[src/hw/rtl/mfc_pkg.sv]
`default_nettype none
package mfc_pkg;

   localparam int BANK_W = 6;

   localparam logic [1:0] MODE_NORMAL = 2'd0;
   localparam logic [1:0] MODE_BANK   = 2'd1;
   localparam logic [1:0] MODE_LOOPER = 2'd2;

   localparam logic [2:0] LS_NONE      = 3'd0;
   localparam logic [2:0] LS_STOPPED   = 3'd1;
   localparam logic [2:0] LS_RECORDING = 3'd2;
   localparam logic [2:0] LS_OVERDUB   = 3'd3;
   localparam logic [2:0] LS_PLAYING   = 3'd4;

   localparam logic [1:0] BTN_ONE   = 2'd1;
   localparam logic [1:0] BTN_TWO   = 2'd2;
   localparam logic [1:0] BTN_THREE = 2'd3;

   localparam logic KIND_CC = 1'b0;
   localparam logic KIND_PC = 1'b1;

   localparam logic [6:0] CC_SNAPSHOT  = 7'd69;
   localparam logic [6:0] CC_REC_DUB   = 7'd60;
   localparam logic [6:0] CC_PLAY_STOP = 7'd61;
   localparam logic [6:0] CC_UNDO      = 7'd63;
   localparam logic [6:0] VAL_ON       = 7'd64;
   localparam logic [6:0] VAL_OFF      = 7'd0;

   localparam logic [4:0] STOMP_CH_RESET = 5'd1;
   localparam logic [4:0] AMP_CH_RESET   = 5'd2;

   localparam logic REG_STOMP_CHANNEL = 1'b0;
   localparam logic REG_AMP_CHANNEL   = 1'b1;

   typedef struct packed {
      logic       message_kind;
      logic [6:0] controller;
      logic [6:0] data_value;
      logic [4:0] channel;
      logic       last;
   } msg_type;

endpackage
`default_nettype wire

[src/hw/rtl/mfc_channels.sv]
`default_nettype none
interface mfc_req_if;
   logic       valid;
   logic       ready;
   logic [1:0] button;
   logic       long_press;
   logic       mode_button;

   modport source (output valid, output button, output long_press, output mode_button,
                   input ready);
   modport sink (input valid, input button, input long_press, input mode_button,
                 output ready);
endinterface

interface mfc_rsp_if;
   logic       valid;
   logic       ready;
   logic       message_kind;
   logic [6:0] controller;
   logic [6:0] data_value;
   logic [4:0] channel;
   logic       last;

   modport source (output valid, output message_kind, output controller,
                   output data_value, output channel, output last, input ready);
   modport sink (input valid, input message_kind, input controller,
                 input data_value, input channel, input last, output ready);
endinterface
`default_nettype wire

[src/hw/rtl/midi_footswitch_mode_controller_top.sv]
// footswitch to midi message controller
// req_if (sink): one footswitch event per transaction: button, long_press,
//    mode_button. the event is taken into an input register and decoded
//    from that register against the mode, bank, patch and looper state.
// rsp_if (source): midi messages, zero to two per event, last marks the
//    final message of an event; events that cause nothing emit nothing.
// csr_*: apb-style register port, stomp_channel at 0x0, amp_channel at 0x4,
//    pready always high; write only while no event is in flight.
// flow: an event passes through the input register and then the output
//    queue before its first message is valid. a new event can be taken
//    every cycle while the four-entry output queue has room for two
//    messages; with the receiver always ready the sustained rate is set
//    by the single output port.
// reset (synchronous): normal mode, bank 0, patch 0, no loop, channels
//    1 and 2, queue empty.
// receiver stall: messages wait in the queue; once fewer than two entries
//    are free the input register holds its event and req_if.ready drops.
`default_nettype none
module midi_footswitch_mode_controller_top #(
   parameter int MAX_BANK_INDEX = 41
) (
   input  wire         clock,
   input  wire         reset,
   mfc_req_if.sink     req_if,
   mfc_rsp_if.source   rsp_if,
   input  wire         csr_psel,
   input  wire         csr_penable,
   input  wire         csr_pwrite,
   input  wire  [2:0]  csr_paddr,
   input  wire  [31:0] csr_pwdata,
   output logic [31:0] csr_prdata,
   output logic        csr_pready
);
   import mfc_pkg::*;

   localparam logic [BANK_W-1:0] BANK_MAX = BANK_W'(MAX_BANK_INDEX);

   logic [4:0]        stomp_ch_ff, stomp_ch_in;
   logic [4:0]        amp_ch_ff, amp_ch_in;
   logic [1:0]        mode_ff, mode_in;
   logic [BANK_W-1:0] bank_ff, bank_in;
   logic [1:0]        patch_ff, patch_in;
   logic [2:0]        loop_ff, loop_in;

   logic       stg_valid_ff, stg_valid_in;
   logic [1:0] btn_ff, btn_in;
   logic       long_ff, long_in;
   logic       modeb_ff, modeb_in;

   msg_type    queue_ff [4];
   logic [1:0] wr_ptr_ff, wr_ptr_in;
   logic [1:0] rd_ptr_ff, rd_ptr_in;
   logic [2:0] count_ff, count_in;

   logic       process, accept, pop, csr_write;
   logic       send_norm, send_one;
   logic       one_kind;
   logic [6:0] one_cc, one_val;
   logic [4:0] one_ch;
   logic [1:0] n_push;
   logic [7:0] prog_sum;
   msg_type    m0, m1;

   assign csr_pready = 1'b1;
   assign csr_write  = csr_psel && csr_penable && csr_pwrite;
   assign csr_prdata = (csr_paddr[2] == REG_AMP_CHANNEL) ? {27'd0, amp_ch_ff}
                                                         : {27'd0, stomp_ch_ff};

   always_comb begin
      stomp_ch_in = stomp_ch_ff;
      amp_ch_in   = amp_ch_ff;
      if (csr_write) begin
         unique case (csr_paddr[2])
            REG_STOMP_CHANNEL: stomp_ch_in = csr_pwdata[4:0];
            REG_AMP_CHANNEL:   amp_ch_in   = csr_pwdata[4:0];
            default:           stomp_ch_in = stomp_ch_ff;
         endcase
      end
   end

   assign process       = stg_valid_ff && (count_ff <= 3'd2);
   assign req_if.ready  = !stg_valid_ff || process;
   assign accept        = req_if.valid && req_if.ready;
   assign pop           = rsp_if.valid && rsp_if.ready;

   assign stg_valid_in = accept ? 1'b1 : (process ? 1'b0 : stg_valid_ff);
   assign btn_in       = accept ? req_if.button : btn_ff;
   assign long_in      = accept ? req_if.long_press : long_ff;
   assign modeb_in     = accept ? req_if.mode_button : modeb_ff;

   // event decode
   always_comb begin
      mode_in   = mode_ff;
      bank_in   = bank_ff;
      patch_in  = patch_ff;
      loop_in   = loop_ff;
      send_norm = 1'b0;
      send_one  = 1'b0;
      one_kind  = KIND_CC;
      one_cc    = VAL_OFF;
      one_val   = VAL_OFF;
      one_ch    = stomp_ch_ff;
      if (modeb_ff) begin
         if (long_ff) begin
            mode_in = MODE_LOOPER;
         end else if (mode_ff != MODE_NORMAL) begin
            mode_in   = MODE_NORMAL;
            send_norm = 1'b1;
         end else begin
            mode_in = MODE_BANK;
         end
      end else if (mode_ff == MODE_NORMAL) begin
         if (!long_ff && btn_ff != 2'd0) begin
            patch_in  = btn_ff - 2'd1;
            send_norm = 1'b1;
         end
      end else if (mode_ff == MODE_BANK) begin
         if (!long_ff) begin
            if (btn_ff == BTN_ONE) begin
               bank_in = (bank_ff > '0) ? bank_ff - 1'b1 : BANK_MAX;
            end else if (btn_ff == BTN_THREE) begin
               bank_in = (bank_ff < BANK_MAX) ? bank_ff + 1'b1 : '0;
            end
            send_one = 1'b1;
            one_kind = KIND_PC;
            one_cc   = 7'd0;
            one_val  = 7'(bank_in);
         end
      end else if (mode_ff == MODE_LOOPER) begin
         if (long_ff) begin
            if (btn_ff == BTN_TWO && loop_ff == LS_STOPPED) begin
               loop_in = LS_NONE;
            end else if (btn_ff == BTN_THREE && loop_ff == LS_PLAYING) begin
               send_one = 1'b1;
               one_cc   = CC_UNDO;
               one_val  = VAL_ON;
            end
         end else begin
            case (btn_ff)
               BTN_ONE: begin
                  if (loop_ff == LS_STOPPED || loop_ff == LS_RECORDING ||
                      loop_ff == LS_OVERDUB) begin
                     loop_in  = LS_PLAYING;
                     send_one = 1'b1;
                     one_cc   = CC_PLAY_STOP;
                     one_val  = VAL_ON;
                  end
               end
               BTN_TWO: begin
                  if (loop_ff == LS_RECORDING || loop_ff == LS_OVERDUB ||
                      loop_ff == LS_PLAYING) begin
                     loop_in  = LS_STOPPED;
                     send_one = 1'b1;
                     one_cc   = CC_PLAY_STOP;
                     one_val  = VAL_OFF;
                  end
               end
               BTN_THREE: begin
                  if (loop_ff == LS_NONE) begin
                     loop_in  = LS_RECORDING;
                     send_one = 1'b1;
                     one_cc   = CC_REC_DUB;
                     one_val  = VAL_ON;
                  end else if (loop_ff == LS_STOPPED || loop_ff == LS_PLAYING ||
                               loop_ff == LS_RECORDING) begin
                     loop_in  = LS_OVERDUB;
                     send_one = 1'b1;
                     one_cc   = CC_REC_DUB;
                     one_val  = VAL_OFF;
                  end else if (loop_ff == LS_OVERDUB) begin
                     loop_in  = LS_PLAYING;
                     send_one = 1'b1;
                     one_cc   = CC_PLAY_STOP;
                     one_val  = VAL_ON;
                  end
               end
               default: loop_in = loop_ff;
            endcase
         end
      end
   end

   // message assembly
   assign prog_sum = {2'd0, bank_ff} + {1'b0, bank_ff, 1'b0} + {6'd0, patch_in};

   always_comb begin
      m0     = '0;
      m1     = '0;
      n_push = 2'd0;
      if (send_norm) begin
         m0     = '{message_kind: KIND_CC, controller: CC_SNAPSHOT,
                    data_value: {5'd0, patch_in}, channel: stomp_ch_ff, last: 1'b0};
         m1     = '{message_kind: KIND_PC, controller: 7'd0,
                    data_value: prog_sum[6:0], channel: amp_ch_ff, last: 1'b1};
         n_push = 2'd2;
      end else if (send_one) begin
         m0     = '{message_kind: one_kind, controller: one_cc,
                    data_value: one_val, channel: one_ch, last: 1'b1};
         n_push = 2'd1;
      end
      if (!process) begin
         n_push = 2'd0;
      end
   end

   assign wr_ptr_in = wr_ptr_ff + n_push;
   assign rd_ptr_in = rd_ptr_ff + {1'b0, pop};
   assign count_in  = count_ff + {1'b0, n_push} - {2'd0, pop};

   assign rsp_if.valid        = (count_ff != 3'd0);
   assign rsp_if.message_kind = queue_ff[rd_ptr_ff].message_kind;
   assign rsp_if.controller   = queue_ff[rd_ptr_ff].controller;
   assign rsp_if.data_value   = queue_ff[rd_ptr_ff].data_value;
   assign rsp_if.channel      = queue_ff[rd_ptr_ff].channel;
   assign rsp_if.last         = queue_ff[rd_ptr_ff].last;

   always_ff @(posedge clock) begin
      if (reset) begin
         stomp_ch_ff  <= STOMP_CH_RESET;
         amp_ch_ff    <= AMP_CH_RESET;
         mode_ff      <= MODE_NORMAL;
         bank_ff      <= '0;
         patch_ff     <= 2'd0;
         loop_ff      <= LS_NONE;
         stg_valid_ff <= 1'b0;
         wr_ptr_ff    <= 2'd0;
         rd_ptr_ff    <= 2'd0;
         count_ff     <= 3'd0;
      end else begin
         stomp_ch_ff  <= stomp_ch_in;
         amp_ch_ff    <= amp_ch_in;
         stg_valid_ff <= stg_valid_in;
         wr_ptr_ff    <= wr_ptr_in;
         rd_ptr_ff    <= rd_ptr_in;
         count_ff     <= count_in;
         if (process) begin
            mode_ff  <= mode_in;
            bank_ff  <= bank_in;
            patch_ff <= patch_in;
            loop_ff  <= loop_in;
         end
      end
   end

   always_ff @(posedge clock) begin
      btn_ff   <= btn_in;
      long_ff  <= long_in;
      modeb_ff <= modeb_in;
      if (n_push != 2'd0) begin
         queue_ff[wr_ptr_ff] <= m0;
      end
      if (n_push == 2'd2) begin
         queue_ff[wr_ptr_ff + 2'd1] <= m1;
      end
   end

endmodule
`default_nettype wire
[src/flat_wrapper.sv]
// flat-port wrapper written by rule: the top's interface ports become plain ports
module midi_footswitch_mode_controller_top_flat import mfc_pkg::*;
#(
   parameter int MAX_BANK_INDEX = 41
)
  (clock, reset, csr_psel, csr_penable, csr_pwrite, csr_paddr, csr_pwdata, csr_prdata, csr_pready, req_if_valid, req_if_button, req_if_long_press, req_if_mode_button, req_if_ready, rsp_if_valid, rsp_if_message_kind, rsp_if_controller, rsp_if_data_value, rsp_if_channel, rsp_if_last, rsp_if_ready);
  mfc_req_if req_if_i ();
  mfc_rsp_if rsp_if_i ();
  input  wire clock;
  input  wire reset;
  input  wire csr_psel;
  input  wire csr_penable;
  input  wire csr_pwrite;
  input  wire  [2:0] csr_paddr;
  input  wire  [31:0] csr_pwdata;
  output logic [31:0] csr_prdata;
  output logic csr_pready;
  input wire logic [$bits(req_if_i.valid)-1:0] req_if_valid;
  input wire logic [$bits(req_if_i.button)-1:0] req_if_button;
  input wire logic [$bits(req_if_i.long_press)-1:0] req_if_long_press;
  input wire logic [$bits(req_if_i.mode_button)-1:0] req_if_mode_button;
  output wire logic [$bits(req_if_i.ready)-1:0] req_if_ready;
  output wire logic [$bits(rsp_if_i.valid)-1:0] rsp_if_valid;
  output wire logic [$bits(rsp_if_i.message_kind)-1:0] rsp_if_message_kind;
  output wire logic [$bits(rsp_if_i.controller)-1:0] rsp_if_controller;
  output wire logic [$bits(rsp_if_i.data_value)-1:0] rsp_if_data_value;
  output wire logic [$bits(rsp_if_i.channel)-1:0] rsp_if_channel;
  output wire logic [$bits(rsp_if_i.last)-1:0] rsp_if_last;
  input wire logic [$bits(rsp_if_i.ready)-1:0] rsp_if_ready;
  assign req_if_i.valid = req_if_valid;
  assign req_if_i.button = req_if_button;
  assign req_if_i.long_press = req_if_long_press;
  assign req_if_i.mode_button = req_if_mode_button;
  assign req_if_ready = req_if_i.ready;
  assign rsp_if_valid = rsp_if_i.valid;
  assign rsp_if_message_kind = rsp_if_i.message_kind;
  assign rsp_if_controller = rsp_if_i.controller;
  assign rsp_if_data_value = rsp_if_i.data_value;
  assign rsp_if_channel = rsp_if_i.channel;
  assign rsp_if_last = rsp_if_i.last;
  assign rsp_if_i.ready = rsp_if_ready;
  midi_footswitch_mode_controller_top #(.MAX_BANK_INDEX(MAX_BANK_INDEX)) u_core (.clock(clock), .reset(reset), .req_if(req_if_i), .rsp_if(rsp_if_i), .csr_psel(csr_psel), .csr_penable(csr_penable), .csr_pwrite(csr_pwrite), .csr_paddr(csr_paddr), .csr_pwdata(csr_pwdata), .csr_prdata(csr_prdata), .csr_pready(csr_pready));
endmodule
[config.mk]
export PLATFORM = sky130hd
export DESIGN_NAME = midi_footswitch_mode_controller_top_flat
export DESIGN_NICKNAME = d
export VERILOG_FILES = /design/src/hw/rtl/mfc_pkg.sv /design/src/hw/rtl/mfc_channels.sv /design/src/hw/rtl/midi_footswitch_mode_controller_top.sv /design/src/flat_wrapper.sv
export SDC_FILE = /design/constraint.sdc
export NUM_CORES = 1
export LEC_CHECK = 0
export ABC_AREA = 0
export BUFFER_PORTS_ARGS = -buffer_cell sky130_fd_sc_hd__clkbuf_2
export CORE_MARGIN = 2
export CORE_UTILIZATION = 30
export CTS_BUF_LIST = sky130_fd_sc_hd__clkbuf_4
export CTS_CLUSTER_DIAMETER = 60
export DETAILED_ROUTE_END_ITERATION = 8
export GPL_TIMING_DRIVEN = 0
export PLACE_DENSITY = 0.5
export SETUP_SLACK_MARGIN = 0.2
export SLEW_MARGIN = 20
export SYNTH_ARGS = -nofsm -noshare
export SYNTH_HDL_FRONTEND = slang
export SYNTH_SLANG_ARGS = --single-unit
[constraint.sdc]
create_clock -name clock -period 4.73 [get_ports clock]
set_input_delay 1.1825 -clock clock [delete_from_list [all_inputs] [get_ports clock]]
set_output_delay 1.1825 -clock clock [all_outputs]
set_load 0.005 [all_outputs]
==> impl_metrics.env <==
export IMPL_detailedRoute_firstPassIterationCount=5
export IMPL_grt_start_max_net_pins=20
export IMPL_unrepaired_setup_endpoints_after_global_routing="false"
export IMPL_path_clk_slew_ps=170
export IMPL_sequential_cell_area_fraction_in_the_yosys_report_pct=44.83
export IMPL_drt_wirelength_per_cell_um=18.32
export IMPL_global_route_usage_total_pct=15.83
export IMPL_synth_top_cell_area_share_pct=28.62
export IMPL_critical_path_s_slowest_cell="sky130_fd_sc_hd__fa_1"
export IMPL_syn2layout_area_growth_pct=12.84
export IMPL_tritoncts_num_buffers=9
export IMPL_cts_max_path_buffers=2
export IMPL_worstSetupEndpointType="flip-flop"
export IMPL_worstPathMaxFanout=10
export IMPL_critical_path_top_delay_family="adder cells"
export IMPL_worstReg2RegEnd="u_core.queue_ff[0][11]$_DFFE_PP_"
export IMPL_synth_edf_count=60
export IMPL_path_cells="clkbuf_1 -> nor3_2 -> a21oi_1 -> a31oi_1 -> inv_1 -> fa_1 -> inv_1 -> ha_1 -> fa_1 -> a21o_1 -> a21oi_1 -> xnor2_1 -> nand2_1 -> o22ai_1"
export IMPL_initial_core_util_pct=30.82
export IMPL_route_antenna_remaining_nets=0
export IMPL_netSwitchingFraction_pct=31.04
export IMPL_internal_power_w=0.001513
export IMPL_cts_repair_resized=0
export IMPL_global_route_overflow_total=0
export IMPL_crit_required_ps=5070
export IMPL_synth_seq_cells=111
export IMPL_synth_top_area_cell="sky130_fd_sc_hd__edfxtp_1"
export IMPL_worst_ep_arrival_time_ps=4400
export IMPL_final_nets=746
export IMPL_postCtsHoldBufs=0
export IMPL_post_cts_buffers=0
export IMPL_finalHoldWorstSlack_ps=472.2
export IMPL_r2r_slack_ps=670
export IMPL_setup_violations=0
export IMPL_clock_sinks=111
export IMPL_routabilityCongestion=0.8128
export IMPL_fp_coreArea_um2=20430
export IMPL_initial_antenna_violation_count=1
export IMPL_max_slew_headroom_pct=31.33
export IMPL_placement_cell_area_um2=6947
export IMPL_total_power_divided_by_cell_area_nw_per_um2=308.8
export IMPL_min_delay_path_depth=2
export IMPL_post_layout_total_power_w=0.002194
export IMPL_synth_cells_most_frequent="sky130_fd_sc_hd__edfxtp_1, sky130_fd_sc_hd__nand2_1, sky130_fd_sc_hd__dfxtp_1"
export IMPL_cap_violations=0
export IMPL_detail_route_drc_violations=0
export IMPL_crit_type="flip-flop to flip-flop"
export IMPL_row_count=52
export IMPL_hold_violation_total_from_the_final_report=0
export IMPL_final_layout_size_suffix_gt1_share_pct=21.25
export IMPL_hold_start="u_core.queue_ff[0][15]$_SDFFE_PP0N_"
export IMPL_placement_io_buffers=43
export IMPL_slew_at_the_pin_with_the_worst_max_slew_slack_ps=1026
export IMPL_worst_path_buf_inv=3
export IMPL_fmax_mhz=246.3
export IMPL_power_combinational_fraction_pct=26.4
export IMPL_clock_root_buffer="sky130_fd_sc_hd__clkbuf_4"
export IMPL_vertical_die_dimension_um=148.9
export IMPL_final_min_period_ps=4059
export IMPL_hold_path_endpoint="u_core.queue_ff[0][15]$_SDFFE_PP0N_"
export IMPL_power_frac_seq_pct=49.9
export IMPL_clock_tree_htree_level_count=3
export IMPL_slew_violations=0
export IMPL_tritoncts_clock_tree="done"
export IMPL_routed_via_density=5.202
export IMPL_dpl_hpwl_mm=12.64
export IMPL_syn_area_um2=6296
export IMPL_vias=4911
export IMPL_setup_total_negative_slack_ps=0
export IMPL_primary_ff_master_synth="sky130_fd_sc_hd__edfxtp_1"
export IMPL_worst_r2r_path_depth=14
export IMPL_final_worst_path_period_share_pct=85.82
export IMPL_ys_types=71
export IMPL_dieArea_um2=22160
export IMPL_timing_critical_path_slowest_cell_delay_ps=560
export IMPL_routed_wirelength_mm=17.29
export IMPL_synth_avg_cell_area_um2=10.71
export IMPL_asyncSetResetFlopFracSynth_pct=0
export IMPL_via_count_of_the_first_global_routing_pass=4953
export IMPL_synth_area_top_cells="sky130_fd_sc_hd__edfxtp_1, sky130_fd_sc_hd__dfxtp_1, sky130_fd_sc_hd__mux4_2, sky130_fd_sc_hd__ha_1, sky130_fd_sc_hd__buf_4"
export IMPL_run_status="finished, final reports clean"
export IMPL_hold_path_class="flip-flop to flip-flop"
export IMPL_vdd_drop_max_mv=0.1416
export IMPL_synth_warning_count=0
export IMPL_final_setup_skew_ps=30.68
export IMPL_net_switching_power_w=0.0006812
export IMPL_final_area_um2=7104
export IMPL_clockPowerShare_pct=23.7
export IMPL_worst_setup_path_start_kind="flip-flop"
export IMPL_postSynthCellCount=588
export IMPL_dieWidth_um=148.9
export IMPL_drt_iter0_markers=416
export IMPL_clk_insertion_delay_late_ps=520
export IMPL_static_leakage_power_nw=2.777
export IMPL_top_level_ports=102
export IMPL_crit_reg2reg_launch="u_core.long_ff$_DFFE_PP_"
export IMPL_grt_first_pass_wirelength_mm=26.92
-- registers in the layout, indices dropped and copies added, names as in the netlist --
register / flops
u_core.loop_ff: 3
u_core.one_ch: 5
u_core.count_ff: 3
u_core.btn_ff: 2
u_core.wr_ptr_ff: 2
u_core.rd_ptr_ff: 2
u_core.modeb_ff: 1
u_core.mode_ff: 2
u_core.patch_ff: 2
u_core.long_ff: 1
u_core.amp_ch_ff: 5
u_core.queue_ff: 76
u_core.stg_valid_ff: 1
u_core.bank_ff: 6
-- routing by layer --
| layer | vias to the layer above | GRT usage (%) | wire length [µm] |
|---|---|---|---|
| li1 | 2281 | - | - |
| met1 | 2424 | 20.97 | 7738 |
| met2 | 188 | 26.60 | 8210 |
| met3 | 18 | 2.936 | 1111 |
| met4 | 0 | 4.429 | 230 |
| met5 | - | 0 | 0 |
-- layout by cell type (no fill, tap or decap), drive strengths merged, types with 9 or more instances in the layout --
cell	instances
a22o	21
o21ai	29
o22ai	22
o2bb2ai	9
ha	29
nand3	10
edfxtp	60
a21oi	26
dfxtp	51
mux4	19
buf	42
xnor2	10
clkbuf	68
mux2i	18
conb	28
nand2	60
nor2	41
inv	32
-- how the worst max path moves through the flow --
stage,from,to,slack [ps],depth (start not counted)
6_report,u_core.long_ff$_DFFE_PP_,u_core.queue_ff[0][11]$_DFFE_PP_,670,14
5_1_grt,u_core.long_ff$_DFFE_PP_,u_core.queue_ff[0][11]$_DFFE_PP_,370,14
4_1_cts,u_core.long_ff$_DFFE_PP_,u_core.queue_ff[0][11]$_DFFE_PP_,560,14
3_5_place_dp,u_core.long_ff$_DFFE_PP_,u_core.queue_ff[0][11]$_DFFE_PP_,600,14
3_3_place_gp,u_core.long_ff$_DFFE_PP_,u_core.queue_ff[0][11]$_DFFE_PP_,700,14
2_1_floorplan,u_core.long_ff$_DFFE_PP_,u_core.queue_ff[0][11]$_DFFE_PP_,1330,14
-- power groups by stage --
stage	sequential [W]	combinational (W)	clock (W)
after global placement	0.00111	0.000574	0
after detailed placement	0.00112	0.000586	0
after floorplan	0.00110	0.000395	0
final	0.00109	0.000579	0.000521
after CTS	0.00109	0.000589	0.000526
after global routing	0.00110	0.000640	0.000556
-- kinds of logic after synthesis --
kind of cell               synth area share (%)
and+or+nand+nor                           11.80
AOI/OAI and AO/OA                         16.30
DFF                                       44.83
buffers and inverters                     7.869
muxes                                     10.55
adders and majority gates                 6.717
xor gates and xnor gates                  1.808
other                                    0.1193
-- cell type report --
cell class / count / area [µm²]
Fill cell: 2098 / 13330
Multi-Input combinational cell: 417 / 3080
Sequential cell: 111 / 2823
Buffer: 56 / 382.9
Tap cell: 270 / 337.8
Timing Repair Buffer: 43 / 215.2
Inverter: 30 / 112.6
Clock buffer: 11 / 82.58
Clock inverter: 5 / 67.56
Antenna cell: 1 / 2.502
-- through the flow --
stage | std cells | worst slack [ps] | utilization, %
4_1_cts | 943 | 556.3 | 34.74
5_1_grt | 944 | 367.2 | 34.77
2_1_floorplan | 614 | 1326 | -
3_3_place_gp | 927 | 701.1 | 34.00
3_5_place_dp | 927 | 600.5 | 34.00
6_report | 944 | 670.6 | 34.77
-- tightest hold or removal path, stage by stage (launching register included) --
cell	delay [ps]
sky130_fd_sc_hd__dfxtp_1	350
sky130_fd_sc_hd__inv_1	50
sky130_fd_sc_hd__a21oi_1	50
Note: power is estimated with default switching activity, not from simulation.
